File: config.mk
export PLATFORM = sky130hd
export DESIGN_NAME = smt_aware_cpu_selector_top
export DESIGN_NICKNAME = d
export VERILOG_FILES = /design/src/rtl/smtsel_pkg.sv /design/src/rtl/smtsel_ram.sv /design/src/rtl/smtsel_ctrl.sv /design/src/rtl/smtsel_dp.sv /design/src/rtl/smt_aware_cpu_selector_top.sv
export VERILOG_INCLUDE_DIRS = /design/src /design/src/rtl
export SDC_FILE = /design/constraint.sdc
export NUM_CORES = 2
export LEC_CHECK = 0
export ABC_CLOCK_PERIOD_IN_PS = 8100
export BUFFER_PORTS_ARGS = -buffer_cell sky130_fd_sc_hd__buf_2
export CAP_MARGIN = 20
export CORE_MARGIN = 1.5
export CORE_UTILIZATION = 45
export CTS_BUF_LIST = sky130_fd_sc_hd__clkbuf_8 sky130_fd_sc_hd__clkbuf_16
export CTS_CLUSTER_SIZE = 8
export DETAILED_ROUTE_END_ITERATION = 7
export SLEW_MARGIN = 10
export SYNTH_ARGS = -nofsm -noshare
export SYNTH_HDL_FRONTEND = slang
export SYNTH_SLANG_ARGS = --single-unit
File: constraint.sdc
create_clock -name clk -period 8.1 [get_ports clk]
set_clock_uncertainty 0.2 [all_clocks]
set_input_delay 0 -clock clk [delete_from_list [all_inputs] [get_ports clk]]
set_output_delay 0 -clock clk [all_outputs]
set_load 0.02 [all_outputs]
File: src/rtl/smt_aware_cpu_selector_top_defines.svh
// ----------------------------------------------------------------------------
// smt_aware_cpu_selector_top_defines
// Assertion macros shared by the selector modules.
// ----------------------------------------------------------------------------
`ifndef SMT_AWARE_CPU_SELECTOR_TOP_DEFINES_SVH
`define SMT_AWARE_CPU_SELECTOR_TOP_DEFINES_SVH

`ifndef SYNTHESIS

// same-cycle implication
`define SMTSEL_ASSERT_SAME(lbl, ante, cons) \
  lbl: assert property (@(posedge clk) disable iff (rst) (ante) |-> (cons)) \
    else $error("smtsel same-cycle check failed");

// next-cycle implication
`define SMTSEL_ASSERT_NEXT(lbl, ante, cons) \
  lbl: assert property (@(posedge clk) disable iff (rst) (ante) |=> (cons)) \
    else $error("smtsel next-cycle check failed");

`else

`define SMTSEL_ASSERT_SAME(lbl, ante, cons)
`define SMTSEL_ASSERT_NEXT(lbl, ante, cons)

`endif

`endif

File: src/rtl/smtsel_pkg.sv
// ----------------------------------------------------------------------------
// smtsel_pkg
// Types, constants and helper functions of the SMT-aware CPU selector.
// ----------------------------------------------------------------------------
package smtsel_pkg;

  // default table depth
  localparam int NUM_CPUS_DEF = 32;

  // wide index / count width (covers 64 CPUs and pin index plus one)
  localparam int XW = 7;

  // field widths
  localparam int CORE_W   = 5;
  localparam int SMT_W    = 5;
  localparam int LOAD_W   = 11;
  localparam int THR_W    = 16;
  localparam int ELOAD_W  = 14;
  localparam int FACTOR_W = 8;
  localparam int ACT_W    = 6;
  localparam int MASK_W   = 32;
  localparam int SIB_W    = 17;  // sum of up to 64 loads
  localparam int PROD_W   = SIB_W + FACTOR_W;
  localparam int TOT_W    = SIB_W + 1;
  localparam int FACTOR_FRAC = 8;

  // effective load saturation and "no SMT id" code
  localparam logic [ELOAD_W-1:0] LOAD_SAT = '1;
  localparam logic [SMT_W-1:0]   SMT_NONE = '1;

  // configuration port
  localparam int CFG_W     = 14;
  localparam int CFG_IDX_W = 2;
  localparam logic [CFG_IDX_W-1:0] CFG_ACTIVE = 2'd0;
  localparam logic [CFG_IDX_W-1:0] CFG_FACTOR = 2'd1;
  localparam logic [CFG_IDX_W-1:0] CFG_LIMIT  = 2'd2;

  // register reset values
  localparam logic [ACT_W-1:0]    ACTIVE_RST = 6'd32;
  localparam logic [FACTOR_W-1:0] FACTOR_RST = 8'd128;
  localparam logic [ELOAD_W-1:0]  LIMIT_RST  = 14'd768;

  // one table entry
  typedef struct packed {
    logic              enabled;
    logic [CORE_W-1:0] core;
    logic [SMT_W-1:0]  smt;
    logic [LOAD_W-1:0] load;
    logic [THR_W-1:0]  threads;
    logic              idle;
  } entry_t;

  localparam int ENTRY_W = $bits(entry_t);

  // controller to datapath commands
  typedef struct packed {
    logic          wr;      // write one table entry
    logic          latch;   // capture a choose word
    logic          pin_rd;  // read pinned entry, clear accumulators
    logic          sum_rd;  // sibling sum pass read
    logic          sel_rd;  // selection pass read
    logic          finish;  // form the result
    logic [XW-1:0] addr;
  } cmd_t;

  // datapath to controller status
  typedef struct packed {
    logic [XW-1:0] count;  // CPUs present
  } stat_t;

  // own load plus weighted sibling load, saturated
  function automatic logic [ELOAD_W-1:0] eff_load(input logic [LOAD_W-1:0]   ld,
                                                  input logic [SIB_W-1:0]    sib,
                                                  input logic [FACTOR_W-1:0] f);
    logic [PROD_W-1:0] prod;
    logic [TOT_W-1:0]  tot;
    prod = PROD_W'(sib) * PROD_W'(f);
    tot  = TOT_W'(ld) + TOT_W'(prod[PROD_W-1:FACTOR_FRAC]);
    return (tot > TOT_W'(LOAD_SAT)) ? LOAD_SAT : tot[ELOAD_W-1:0];
  endfunction

endpackage

File: src/rtl/smtsel_ram.sv
// ----------------------------------------------------------------------------
// smtsel_ram
// Generic simple dual-port RAM, one write port, one registered read port.
// ----------------------------------------------------------------------------
module smtsel_ram #(
  parameter int WIDTH = 8,
  parameter int DEPTH = 32
) (
  input  logic                                   clk,
  input  logic                                   we,
  input  logic [(DEPTH > 1 ? $clog2(DEPTH) : 1)-1:0] waddr,
  input  logic [WIDTH-1:0]                       wdata,
  input  logic [(DEPTH > 1 ? $clog2(DEPTH) : 1)-1:0] raddr,
  output logic [WIDTH-1:0]                       rdata
);

  logic [WIDTH-1:0] mem [DEPTH];

  // write and registered read
  always_ff @(posedge clk) begin
    if (we) begin
      mem[waddr] <= wdata;
    end
    rdata <= mem[raddr];
  end

endmodule

File: src/rtl/smtsel_ctrl.sv
// ----------------------------------------------------------------------------
// smtsel_ctrl
// Sequencer: table writes, pinned entry read, sibling sum pass, selection pass, drain, result.
// ----------------------------------------------------------------------------
`include "smt_aware_cpu_selector_top_defines.svh"

module smtsel_ctrl (
  input  logic                clk,
  input  logic                rst,
  input  logic                start,
  input  logic                command,
  output logic                busy,
  output smtsel_pkg::cmd_t    cmd,
  input  smtsel_pkg::stat_t   stat
);

  localparam int XW = smtsel_pkg::XW;

  localparam logic [2:0] ST_IDLE   = 3'd0;
  localparam logic [2:0] ST_PIN    = 3'd1;
  localparam logic [2:0] ST_SUM    = 3'd2;
  localparam logic [2:0] ST_SEL    = 3'd3;
  localparam logic [2:0] ST_DRAIN  = 3'd4;
  localparam logic [2:0] ST_FINISH = 3'd5;

  logic [2:0]    state, state_next;
  logic [XW-1:0] cnt, cnt_next;
  logic [1:0]    dcnt, dcnt_next;
  logic          accept;
  logic          last;

  assign busy   = (state != ST_IDLE);
  assign accept = start && !busy;
  assign last   = ((cnt + XW'(1)) >= stat.count);

  // next state and commands
  always_comb begin
    state_next = state;
    cnt_next   = cnt;
    dcnt_next  = dcnt;
    cmd        = '0;
    cmd.addr   = cnt;
    unique case (state)
      ST_IDLE: begin
        if (accept && command) begin
          cmd.latch  = 1'b1;
          state_next = ST_PIN;
        end else if (accept) begin
          cmd.wr = 1'b1;
        end
      end
      ST_PIN: begin
        cmd.pin_rd = 1'b1;
        cnt_next   = '0;
        state_next = ST_SUM;
      end
      ST_SUM: begin
        cmd.sum_rd = (cnt < stat.count);
        if (last) begin
          cnt_next   = '0;
          state_next = ST_SEL;
        end else begin
          cnt_next = cnt + XW'(1);
        end
      end
      ST_SEL: begin
        cmd.sel_rd = (cnt < stat.count);
        if (last) begin
          cnt_next   = '0;
          dcnt_next  = '0;
          state_next = ST_DRAIN;
        end else begin
          cnt_next = cnt + XW'(1);
        end
      end
      ST_DRAIN: begin
        dcnt_next = dcnt + 2'd1;
        if (dcnt == 2'd2) begin
          state_next = ST_FINISH;
        end
      end
      ST_FINISH: begin
        cmd.finish = 1'b1;
        state_next = ST_IDLE;
      end
      default: begin
        state_next = ST_IDLE;
      end
    endcase
  end

  // state registers
  always_ff @(posedge clk) begin
    if (rst) begin
      state <= ST_IDLE;
      cnt   <= '0;
      dcnt  <= '0;
    end else begin
      state <= state_next;
      cnt   <= cnt_next;
      dcnt  <= dcnt_next;
    end
  end

  `SMTSEL_ASSERT_SAME(a_rd_in_range, cmd.sum_rd || cmd.sel_rd, cmd.addr < stat.count)
  `SMTSEL_ASSERT_NEXT(a_choose_starts, start && !busy && command, state == ST_PIN)
  `SMTSEL_ASSERT_SAME(a_one_cmd, 1'b1, $onehot0({cmd.wr, cmd.latch, cmd.pin_rd, cmd.sum_rd, cmd.sel_rd, cmd.finish}))

endmodule

File: src/rtl/smtsel_dp.sv
// ----------------------------------------------------------------------------
// smtsel_dp
// Datapath: config registers, CPU table, sibling sums, load pipe, trackers.
// ----------------------------------------------------------------------------
`include "smt_aware_cpu_selector_top_defines.svh"

module smtsel_dp #(
  parameter int NUM_CPUS = smtsel_pkg::NUM_CPUS_DEF
) (
  input  logic                                  clk,
  input  logic                                  rst,
  input  smtsel_pkg::cmd_t                      cmd,
  output smtsel_pkg::stat_t                     stat,
  input  logic [4:0]                            cpu_index,
  input  logic [smtsel_pkg::CORE_W-1:0]         core,
  input  logic                                  enabled,
  input  logic signed [smtsel_pkg::SMT_W-1:0]   smt_id,
  input  logic [smtsel_pkg::LOAD_W-1:0]         load,
  input  logic [smtsel_pkg::THR_W-1:0]          thread_count,
  input  logic                                  running_idle,
  input  logic [smtsel_pkg::MASK_W-1:0]         affinity_mask,
  input  logic signed [5:0]                     last_cpu,
  input  logic [5:0]                            pinned_cpu,
  input  logic signed [5:0]                     current_cpu,
  input  logic                                  cfg_write,
  input  logic [smtsel_pkg::CFG_IDX_W-1:0]      cfg_index,
  input  logic [smtsel_pkg::CFG_W-1:0]          cfg_data,
  output logic                                  done,
  output logic [4:0]                            chosen_cpu,
  output logic                                  found,
  output logic                                  reschedule,
  output logic [smtsel_pkg::ELOAD_W-1:0]        chosen_load
);

  localparam int IW      = (NUM_CPUS > 1) ? $clog2(NUM_CPUS) : 1;
  localparam int XW      = smtsel_pkg::XW;
  localparam int SIB_W   = smtsel_pkg::SIB_W;
  localparam int ELOAD_W = smtsel_pkg::ELOAD_W;
  localparam int THR_W   = smtsel_pkg::THR_W;
  localparam int LOAD_W  = smtsel_pkg::LOAD_W;
  localparam int NSMT    = 2 ** smtsel_pkg::SMT_W;

  // configuration registers
  logic [smtsel_pkg::ACT_W-1:0]    active_cpus;
  logic [smtsel_pkg::FACTOR_W-1:0] factor;
  logic [ELOAD_W-1:0]              limit;

  always_ff @(posedge clk) begin
    if (rst) begin
      active_cpus <= smtsel_pkg::ACTIVE_RST;
      factor      <= smtsel_pkg::FACTOR_RST;
      limit       <= smtsel_pkg::LIMIT_RST;
    end else if (cfg_write) begin
      unique case (cfg_index)
        smtsel_pkg::CFG_ACTIVE: active_cpus <= cfg_data[smtsel_pkg::ACT_W-1:0];
        smtsel_pkg::CFG_FACTOR: factor      <= cfg_data[smtsel_pkg::FACTOR_W-1:0];
        smtsel_pkg::CFG_LIMIT:  limit       <= cfg_data[ELOAD_W-1:0];
        default: ;
      endcase
    end
  end

  // present CPU count
  assign stat.count = (XW'(active_cpus) > XW'(NUM_CPUS)) ? XW'(NUM_CPUS) : XW'(active_cpus);

  // choose word capture
  logic [smtsel_pkg::CORE_W-1:0] tgt_core;
  logic [smtsel_pkg::MASK_W-1:0] mask;
  logic [5:0]                    prev_q, pin_q, cur_q;

  always_ff @(posedge clk) begin
    if (cmd.latch) begin
      tgt_core <= core;
      mask     <= affinity_mask;
      prev_q   <= last_cpu;
      pin_q    <= pinned_cpu;
      cur_q    <= current_cpu;
    end
  end

  logic [XW-1:0] pin_idx_x;
  logic          pin_ok;
  assign pin_idx_x = XW'(pin_q) - XW'(1);
  assign pin_ok    = (pin_q != '0) && (pin_idx_x < stat.count);

  // cpu table with valid bits
  logic                    wr_en;
  logic [IW-1:0]           waddr, raddr;
  smtsel_pkg::entry_t      wentry;
  logic [smtsel_pkg::ENTRY_W-1:0] ram_q;
  logic [NUM_CPUS-1:0]     valid;

  assign wr_en  = cmd.wr && (XW'(cpu_index) < XW'(NUM_CPUS));
  assign waddr  = IW'(cpu_index);
  assign raddr  = cmd.pin_rd ? IW'(pin_idx_x) : IW'(cmd.addr);
  assign wentry = '{enabled: enabled, core: core, smt: smt_id, load: load,
                    threads: thread_count, idle: running_idle};

  always_ff @(posedge clk) begin
    if (rst) begin
      valid <= '0;
    end else if (wr_en) begin
      valid[waddr] <= 1'b1;
    end
  end

  smtsel_ram #(
    .WIDTH (smtsel_pkg::ENTRY_W),
    .DEPTH (NUM_CPUS)
  ) u_table (
    .clk   (clk),
    .we    (wr_en),
    .waddr (waddr),
    .wdata (wentry),
    .raddr (raddr),
    .rdata (ram_q)
  );

  // read tags, aligned with the registered read data
  logic          rd_pin, rd_sum, rd_sel, rd_hit;
  logic [IW-1:0] rd_idx;

  always_ff @(posedge clk) begin
    if (rst) begin
      rd_pin <= 1'b0;
      rd_sum <= 1'b0;
      rd_sel <= 1'b0;
      rd_hit <= 1'b0;
    end else begin
      rd_pin <= cmd.pin_rd;
      rd_sum <= cmd.sum_rd;
      rd_sel <= cmd.sel_rd;
      rd_hit <= (XW'(raddr) < XW'(NUM_CPUS)) && valid[raddr];
    end
    rd_idx <= raddr;
  end

  // an entry never written reads as zero
  smtsel_pkg::entry_t ent;
  assign ent = rd_hit ? smtsel_pkg::entry_t'(ram_q) : '0;

  // pinned entry and its sibling sum against its own core
  smtsel_pkg::entry_t pin_ent;
  logic [SIB_W-1:0]   pin_acc;
  logic               pin_sib_hit;

  assign pin_sib_hit = rd_sum && ent.enabled && (ent.core == pin_ent.core) &&
                       (ent.smt == pin_ent.smt) && (rd_idx != IW'(pin_idx_x));

  always_ff @(posedge clk) begin
    if (rd_pin) begin
      pin_ent <= ent;
    end
    if (cmd.pin_rd) begin
      pin_acc <= '0;
    end else if (pin_sib_hit) begin
      pin_acc <= pin_acc + SIB_W'(ent.load);
    end
  end

  // per-SMT-id load sums on the target core
  logic [SIB_W-1:0] smt_sum [NSMT];
  logic             self_in;

  assign self_in = ent.enabled && (ent.core == tgt_core);

  always_ff @(posedge clk) begin
    if (cmd.pin_rd) begin
      for (int s = 0; s < NSMT; s++) begin
        smt_sum[s] <= '0;
      end
    end else if (rd_sum && self_in) begin
      smt_sum[ent.smt] <= smt_sum[ent.smt] + SIB_W'(ent.load);
    end
  end

  // selection stage 1: sibling load and eligibility
  logic [SIB_W-1:0] sib_raw;
  logic             mask_ok;

  assign sib_raw = (ent.smt == smtsel_pkg::SMT_NONE) ? '0 :
                   (smt_sum[ent.smt] - (self_in ? SIB_W'(ent.load) : '0));
  assign mask_ok = (mask == '0) ||
                   ((XW'(rd_idx) < XW'(smtsel_pkg::MASK_W)) && mask[5'(rd_idx)]);

  logic              s2_v, s2_ok, s2_idle;
  logic [IW-1:0]     s2_idx;
  logic [LOAD_W-1:0] s2_load;
  logic [SIB_W-1:0]  s2_sib;
  logic [THR_W-1:0]  s2_thr;

  always_ff @(posedge clk) begin
    if (rst) begin
      s2_v <= 1'b0;
    end else begin
      s2_v <= rd_sel;
    end
    s2_ok   <= self_in && mask_ok;
    s2_idx  <= rd_idx;
    s2_load <= ent.load;
    s2_sib  <= sib_raw;
    s2_thr  <= ent.threads;
    s2_idle <= ent.idle;
  end

  // selection stage 2: effective load
  logic               s3_v, s3_ok, s3_idle;
  logic [IW-1:0]      s3_idx;
  logic [ELOAD_W-1:0] s3_eff;
  logic [THR_W-1:0]   s3_thr;

  always_ff @(posedge clk) begin
    if (rst) begin
      s3_v <= 1'b0;
    end else begin
      s3_v <= s2_v;
    end
    s3_ok   <= s2_ok;
    s3_idx  <= s2_idx;
    s3_eff  <= smtsel_pkg::eff_load(s2_load, s2_sib, factor);
    s3_thr  <= s2_thr;
    s3_idle <= s2_idle;
  end

  // selection stage 3: previous, best and first-eligible trackers
  logic               cand;
  logic               prev_hit, best_take;
  logic               prev_have, best_have, first_have;
  logic [IW-1:0]      best_idx, first_idx;
  logic [ELOAD_W-1:0] prev_eff, best_eff, first_eff;
  logic [THR_W-1:0]   best_thr;
  logic               prev_idle, best_idle, first_idle;

  assign cand      = s3_v && s3_ok;
  assign prev_hit  = cand && !prev_q[5] && (XW'(s3_idx) == XW'(prev_q[4:0])) &&
                     (s3_eff < limit);
  assign best_take = cand && (!best_have || (s3_eff < best_eff) ||
                     ((s3_eff == best_eff) && (s3_thr < best_thr)));

  always_ff @(posedge clk) begin
    if (rst || cmd.pin_rd) begin
      prev_have  <= 1'b0;
      best_have  <= 1'b0;
      first_have <= 1'b0;
    end else begin
      if (prev_hit) begin
        prev_have <= 1'b1;
      end
      if (best_take) begin
        best_have <= 1'b1;
      end
      if (cand) begin
        first_have <= 1'b1;
      end
    end
    if (prev_hit) begin
      prev_eff  <= s3_eff;
      prev_idle <= s3_idle;
    end
    if (best_take) begin
      best_idx  <= s3_idx;
      best_eff  <= s3_eff;
      best_thr  <= s3_thr;
      best_idle <= s3_idle;
    end
    if (cand && !first_have) begin
      first_idx  <= s3_idx;
      first_eff  <= s3_eff;
      first_idle <= s3_idle;
    end
  end

  // final decision: pin, previous, best, then first eligible
  logic               res_have, res_idle;
  logic [IW-1:0]      res_idx;
  logic [ELOAD_W-1:0] res_eff, pin_eff;
  logic [SIB_W-1:0]   pin_sib;

  assign pin_sib = (pin_ent.smt == smtsel_pkg::SMT_NONE) ? '0 : pin_acc;
  assign pin_eff = smtsel_pkg::eff_load(pin_ent.load, pin_sib, factor);

  always_comb begin
    res_have = 1'b0;
    res_idx  = '0;
    res_eff  = '0;
    res_idle = 1'b0;
    if (pin_ok) begin
      res_have = 1'b1;
      res_idx  = IW'(pin_idx_x);
      res_eff  = pin_eff;
      res_idle = pin_ent.idle;
    end else if ((pin_q == '0) && prev_have) begin
      res_have = 1'b1;
      res_idx  = IW'(prev_q[4:0]);
      res_eff  = prev_eff;
      res_idle = prev_idle;
    end else if ((pin_q == '0) && best_have) begin
      res_have = 1'b1;
      res_idx  = best_idx;
      res_eff  = best_eff;
      res_idle = best_idle;
    end else if (first_have) begin
      res_have = 1'b1;
      res_idx  = first_idx;
      res_eff  = first_eff;
      res_idle = first_idle;
    end
  end

  // result registers
  always_ff @(posedge clk) begin
    if (rst) begin
      done <= 1'b0;
    end else begin
      done <= cmd.finish;
    end
    if (cmd.finish) begin
      found       <= res_have;
      chosen_cpu  <= res_have ? 5'(res_idx) : '0;
      chosen_load <= res_have ? res_eff : '0;
      reschedule  <= res_have && (res_idle || cur_q[5] ||
                     (XW'(cur_q[4:0]) != XW'(res_idx)));
    end
  end

  `SMTSEL_ASSERT_NEXT(a_single_strobe, done, !done)
  `SMTSEL_ASSERT_SAME(a_empty_zero, done && !found, chosen_cpu == '0 && chosen_load == '0 && !reschedule)

endmodule

File: src/rtl/smt_aware_cpu_selector_top.sv
// ----------------------------------------------------------------------------
// smt_aware_cpu_selector_top
// SMT-aware logical CPU selector: table writes and CPU choose commands.
// ----------------------------------------------------------------------------
//  channel   handshake            payload
//  -------   ---------            -------
//  command   start / busy         command .. current_cpu
//  config    cfg_write            cfg_index, cfg_data
//  result    done (1-cycle)       chosen_cpu, found, reschedule, chosen_load
//
//  A write word is taken while idle; busy stays low.
//  A choose word raises busy; done rises at the same edge at which busy falls.
//  One pinned-entry read, one table pass for sibling sums, one table pass
//  for selection (one table read port), a three-stage load pipe and a result.
//  Synchronous active-high reset; the table reads as all zero after reset.
//  The result is shown for one cycle only; the receiver cannot stall it.
// ----------------------------------------------------------------------------
module smt_aware_cpu_selector_top #(
  parameter int NUM_CPUS = smtsel_pkg::NUM_CPUS_DEF
) (
  input  logic                                  clk,
  input  logic                                  rst,
  input  logic                                  start,
  output logic                                  busy,
  input  logic                                  command,
  input  logic [4:0]                            cpu_index,
  input  logic [smtsel_pkg::CORE_W-1:0]         core,
  input  logic                                  enabled,
  input  logic signed [smtsel_pkg::SMT_W-1:0]   smt_id,
  input  logic [smtsel_pkg::LOAD_W-1:0]         load,
  input  logic [smtsel_pkg::THR_W-1:0]          thread_count,
  input  logic                                  running_idle,
  input  logic [smtsel_pkg::MASK_W-1:0]         affinity_mask,
  input  logic signed [5:0]                     last_cpu,
  input  logic [5:0]                            pinned_cpu,
  input  logic signed [5:0]                     current_cpu,
  input  logic                                  cfg_write,
  input  logic [smtsel_pkg::CFG_IDX_W-1:0]      cfg_index,
  input  logic [smtsel_pkg::CFG_W-1:0]          cfg_data,
  output logic                                  done,
  output logic [4:0]                            chosen_cpu,
  output logic                                  found,
  output logic                                  reschedule,
  output logic [smtsel_pkg::ELOAD_W-1:0]        chosen_load
);

  smtsel_pkg::cmd_t  cmd;
  smtsel_pkg::stat_t stat;

  // sequencer
  smtsel_ctrl u_ctrl (
    .clk     (clk),
    .rst     (rst),
    .start   (start),
    .command (command),
    .busy    (busy),
    .cmd     (cmd),
    .stat    (stat)
  );

  // table, arithmetic and result registers
  smtsel_dp #(
    .NUM_CPUS (NUM_CPUS)
  ) u_dp (
    .clk           (clk),
    .rst           (rst),
    .cmd           (cmd),
    .stat          (stat),
    .cpu_index     (cpu_index),
    .core          (core),
    .enabled       (enabled),
    .smt_id        (smt_id),
    .load          (load),
    .thread_count  (thread_count),
    .running_idle  (running_idle),
    .affinity_mask (affinity_mask),
    .last_cpu      (last_cpu),
    .pinned_cpu    (pinned_cpu),
    .current_cpu   (current_cpu),
    .cfg_write     (cfg_write),
    .cfg_index     (cfg_index),
    .cfg_data      (cfg_data),
    .done          (done),
    .chosen_cpu    (chosen_cpu),
    .found         (found),
    .reschedule    (reschedule),
    .chosen_load   (chosen_load)
  );

endmodule

Yosys cells after proc, flatten, opt, wreduce, memory -nomap -nowiden
Memories as Yosys holds them, arrays and structs flattened. A register that Yosys moved wholly into a read port is not among the register bits.
Cells that the tools add are included.
- multiplexer cells: 53
- equal/unequal tests: 21
- add/sub/neg operators: 8
- $mul: 2
- reductions and logical operators: 48
- magnitude comparators: 13
- bitwise operators: 3
- operators by type and width (operator ; number):
    $mux 14 ; 5
    $mul 17x8->25 ; 2
    $mux 39 ; 1
    $add 11x17->18 ; 2
    $gt 18x14->1 const B ; 2
    $add 17x11->17 ; 2
    $mux 17 ; 2
    $logic_not 32->1 ; 1
    $or 32x32->32 ; 1
    $mux 5 ; 6
    $lt 14x14->1 ; 2
    $mux 1 ; 24
    $logic_and 1x1->1 ; 21
    $eq 5x5->1 ; 4
    $lt 5x6->1 const B ; 3
    $reduce_or 17->1 ; 1
    $sub 17x17->17 ; 1
    $lt 16x16->1 ; 1
    $pmux 3 s5 ; 1
    $eq 14x14->1 ; 1
    $lt 7x7->1 ; 2
    $pmux 7 s2 ; 1
    $mux 3 ; 4
    $mux 11 ; 1
    other kinds (32) ; 57
- output and inout bits: 23
- register bits: 361
- RAM bits: 1792
- word-level logic and storage cells: 202
- memories kept: 2
- memories (name ; depth ; width ; read ports ; clocked after memory_dff ; wr ports ; line ; RTL):
    u_dp.u_table.mem ; 32 ; 39 ; 1 ; 1 ; 1 ; smtsel_ram.sv:17 ; logic [WIDTH-1:0] mem [DEPTH];
    u_dp.smt_sum ; 32 ; 17 ; 1 ; 0 ; 32 ; smtsel_dp.sv:162 ; logic [SIB_W-1:0] smt_sum [NSMT];

Longest topological paths before layout
- depth after elaboration: 9
- gate-level depth with buffers: 35
- gate-level depth less buffers: 32

Modules after synthesis
A second synthesis with hierarchy kept.
- cells, all modules: 7213
- area total of the unflattened synthesis: 98400.6 µm²
- modules (own cells, without submodules) (module ; times used ; seq. area each (µm²) ; cells an instance ; area each (µm²)):
    smtsel_ram ; 1 ; 38256.7 ; 2743 ; 49497.5
    smtsel_dp ; 1 ; 25014.0 ; 4339 ; 47817.1
    smtsel_ctrl ; 1 ; 240.2 ; 131 ; 1086.0

Worst setup path after synthesis
OpenSTA, ideal clock, no wires.
- kind: reg2reg
- start point: register u_dp.pin_ent[32] (netlist name)
- end point: register u_dp.chosen_load[10] (netlist name), data pin
- period minus slack after synthesis: 7.177 ns
- data required time: 7.629 ns
- path buffers: 3
- arrival: 6.706 ns
- stages on the path, launching flop included: 30
- slack: 0.923 ns
- cell sequence: edfxtp_1 -> and3_1 -> nand3_2 -> clkbuf_1 -> clkbuf_1 -> nand3_1 -> fa_1 -> fa_1 -> inv_1 -> fa_1 -> fa_1 -> ha_1 -> a21oi_1 -> o21ai_0 -> a21oi_1 -> nor2b_1 -> nor2_1 -> nor2b_1 -> nor2_1 -> xnor2_1 -> ha_1 -> o21ai_0 -> nor2_1 -> o41ai_1 -> nor3_1 -> a2111oi_0 -> and4_1 -> o21ai_1 -> buf_2 -> a2bb2oi_1
- cells in the longest elaborated chain, start to end: 7
- ends and longest elaborated chain (what ; line ; RTL):
    from (decl) ; smtsel_dp.sv:143 ; smtsel_pkg::entry_t pin_ent;
    from (signal assigned) ; smtsel_dp.sv:152 ; pin_ent <= ent;
    $eq 5x5->1 (*) ; smtsel_dp.sv:279 ; assign pin_sib = (pin_ent.smt == smtsel_pkg::SMT_NONE) ? '0 : pin_acc;
    $mux 17 (*) ; smtsel_dp.sv:279 ;
    $mul 17x8->25 (*) ; smtsel_pkg.sv:77 ; prod = PROD_W'(sib) * PROD_W'(f);
    $add 11x17->18 (*) ; smtsel_pkg.sv:78 ; tot = TOT_W'(ld) + TOT_W'(prod[PROD_W-1:FACTOR_FRAC]);
    $gt 18x14->1 ; smtsel_pkg.sv:79 ; return (tot > TOT_W'(LOAD_SAT)) ? LOAD_SAT : tot[ELOAD_W-1:0];
    $mux 14 (*) ; smtsel_pkg.sv:79 ;
    $mux 14 (*) ; smtsel_dp.sv:287 ; if (pin_ok) begin
    to (signal assigned) ; smtsel_dp.sv:320 ; chosen_load <= res_have ? res_eff : '0;
    to (decl) ; smtsel_dp.sv:32 ; output logic [smtsel_pkg::ELOAD_W-1:0] chosen_load
Every way passes the cells marked *; elsewhere a longest branch is shown, timed or not.
A chain may end at the register's enable or synchronous reset.

Worst setup path after layout
- start point: register u_dp.pin_ent[32] (netlist name)
- end point: register u_dp.chosen_load[2] (netlist name), data pin
The elaborated chain is that of the path after synthesis.

==> flow_summary.toml <==
[power_and_ir_drop]
vdd_drop_max_v = 0.000242
power.density_nw_per_um2 = 241
p_total_uw = 27100
cellLeakagePower_uw = 0.0407

[synth]
yosysTopAreaCell = "edfxtp_1"
synth_top_family_by_area = "simple AND/OR/NAND/NOR gates"
syn_avg_cell_area_sq_um = 14.8
synth_edf_count = 1961
synth.most_common_cell = "edfxtp_1"
ys.flop_type = "edfxtp_1"
synth_xor_area_share_pct = 1.15
synth_seq_cells = 2192
synthMuxAreaShare_pct = 8.85
synthArstFlopShare_pct = 0
ys_top_cells_by_count = "edfxtp_1 (1,961), nor2_1 (744), nand2_1 (624)"
ys_seq_area_share_pct = 66.0
synth_area_leaders = "edfxtp_1 (61%), mux4_2 (8.1%), dfxtp_1 (4.8%)"
yosysTopAreaCellShare_pct = 61.2
synth-simple-area-share_pct = 9.10
syn_nets = 7021
synth_fa_ha_area_share_pct = 6.46
synth_cells = 6519
yosysWarnings = 0
syn_area_sq_um = 96200
synth_compound_area_share_pct = 5.60
synth.distinct_cells = 92

[final_layout]
layout-drive-gt1-share_pct = 15.9
post-route-util_pct = 53.0
postLayoutCellArea_sq_um = 112000
nNetsFinal = 7546
synthToLayoutAreaGrowth_pct = 16.9

[clock_network]
clockRootBuffer = "clkbuf_16"
cts_made_buffers = 325
clockBufferDepth = 4
clk_latency_ns = 0.93
clk_pin_slew_worst_paths_ns = 0.05
cts.sinks = 2192
cts_tree = "built"
h-tree-depth = 5

[critical_path]
end_kind = "register"
crit_fanout = 78
cp.required_ns = 8.48
slowest_delay_ns = 0.59
crit_type = "register to register"
worstPathArrival_ns = 7.99
cp_slowest_cell = "fa_1"
startpoint_type = "register"

[floorplan]
dieArea_sq_um = 216000
num_rows = 169
ioPinCount = 138
core_area_sq_um = 212000
initial_core_util_pct = 45.3
fp.dieW_microns = 465
die_y_microns = 465

[run_status]
status = "finished, violations left"
violations = "DRC"

[detailed_routing]
firstDrtPassIters = 8
first_iter_violations = 6039
drc = 3
wl_per_cell_microns = 26.7
drtAntennaViolNets = 0
vias = 58600
totalWireLength_mm = 268
viasPerCell = 5.85

[global_routing]
grt_max_degree = 104
overflow = 0
antenna_found_initial = 17
grt_first_pass_wirelength_mm = 396
grt_usage_pct = 24.6
grt_pass1_vias = 59700

[worst_hold_path]
hp-class = "primary input to register"

[sta]
drv_slew = 0
slew_headroom_pct = 21.9
layout_min_cycle_time_ns = 7.61
tightest_slew_ns = 1.16
hold_violations = 0
setup_viol = 0
rsz0062_at_grt = "false"
fin_setup_tns_ns = 0
max_freq_ghz = 0.131
period_share_pct = 93.9

[placement]
port-buffer-count = 137
dp_hpwl_mm = 154
place_congestion = 0.889
placed_cell_area_sq_um = 101000

[job]
maxCapViolCount = 0
flip-flops by register name (all words and copies together) (netlist names), 17 cells and up:
register,cells
u_dp.mask,32
u_dp.pin_acc,17
u_dp.pin_ent,22
u_dp.s2_sib,17
u_dp.smt_sum,544
u_dp.u_table.mem,1248
u_dp.u_table.rdata,39
u_dp.valid,32
routing by layer:
metal | global-route usage (%) | up-vias | part of all wire [%]
met5 | 0 | - | 0.022
met4 | 7.88 | 10 | 2.9
met3 | 3.88 | 492 | 6.9
met1 | 33.9 | 30400 | 42
met2 | 40.3 | 2372 | 49
li1 | - | 25400 | -
where the power goes:
part	leakage [uW]	total, uW	switching (uW)	internal, uW
registers	0.0198	12800	213	12600
clock network	0.00482	11800	4650	7200
logic	0.0161	2460	1510	944
total	0.0407	27100	6380	20700
cell type report:
class                           instances  area, sq um
Antenna cell                            6         15.0
Clock buffer                          331         8270
Clock inverter                        145          598
Fill cell                           17400        99800
Inverter                              276         1040
Multi-Input combinational cell       3671        30500
Sequential cell                      2192        63500
Tap cell                             2821         3530
Timing Repair Buffer                  578         4970
final timing paths:
| kind | start | endpoint | slack, ns | cells past startpoint |
|---|---|---|---|---|
| worst max-delay path | u_dp.pin_ent[32] | u_dp.chosen_load[2] | 0.49 | 32 |
| worst min-delay path | core[1] | u_dp.u_table.mem[0][34] | 0.08 | 2 |
| worst max register to register | u_dp.pin_ent[32] | u_dp.chosen_load[2] | 0.49 | 32 |
| worst min register to register | u_dp.s2_thr[1] | u_dp.s3_thr[1] | 0.12 | 0 |
per-stage QoR:
step | hold slack [ns] | cells | setup WS, ns
2_1_floorplan | -0.101 | 6519 | 0.923
3_3_place_gp | -0.0220 | 9262 | 0.203
3_5_place_dp | -0.0216 | 9262 | 0.128
4_1_cts | 0.0274 | 10000 | 0.0867
5_1_grt | 0.0661 | 10000 | 0.0728
6_report | 0.0776 | 10000 | 0.491
placed cells by master, fill, tap and decap left out, types with 19 or more instances in the layout:
cell type | synthesis | routed
a21oi_1 | 189 | 188
ha_1 | 204 | 204
o21ai_0 | 101 | 100
and3_1 | 119 | 118
xnor2_1 | 78 | 71
o22ai_1 | 47 | 47
a221oi_1 | 95 | 95
nor2_1 | 744 | 709
nor2_4 | 0 | 35
nor3_1 | 33 | 30
mux2i_1 | 55 | 55
inv_1 | 269 | 399
a21o_1 | 38 | 38
clkbuf_16 | 0 | 330
edfxtp_1 | 1961 | 1961
dlygate4sd3_1 | 0 | 262
a222oi_1 | 19 | 19
dfxtp_1 | 231 | 227
nand2b_1 | 25 | 25
and2_1 | 102 | 102
a22oi_1 | 35 | 35
xor2_1 | 46 | 40
a22o_1 | 74 | 74
buf_2 | 59 | 137
fa_1 | 183 | 183
nand2_1 | 624 | 624
buf_4 | 13 | 149
nand3_1 | 191 | 191
a211oi_1 | 27 | 27
mux4_2 | 345 | 345
nor2b_1 | 38 | 38
nor4_1 | 20 | 19
cell families (layout without fill, tap and decap cells):
logic type                 count (synthesis)  in the layout
DFF                                     2192           2192
buffers and inverters                    656           1330
other                                      0              6
AOI/OAI and AO/OA                        766            766
and+or+nand+nor                         1976           1976
adders and majority gates                387            387
muxes                                    417            417
xor gates and xnor gates                 125            125
worst max-delay path: cells and delay by family (launching register included):
family / cells / cell delay, ns
adders and majority gates: 5 / 1.90
buffers and inverters: 6 / 0.95
and+or+nand+nor: 12 / 1.74
xor gates and xnor gates: 1 / 0.20
DFF: 1 / 0.40
AOI/OAI and AO/OA: 8 / 1.91
what timing repair did:
item,in CTS,in global routing
setup endpoints to repair,0,27
gates resized for setup,0,4
hold endpoints to repair,1609,0
hold buffers,263,0
setup buffers,0,0
Power figures use the tool's default switching activity.
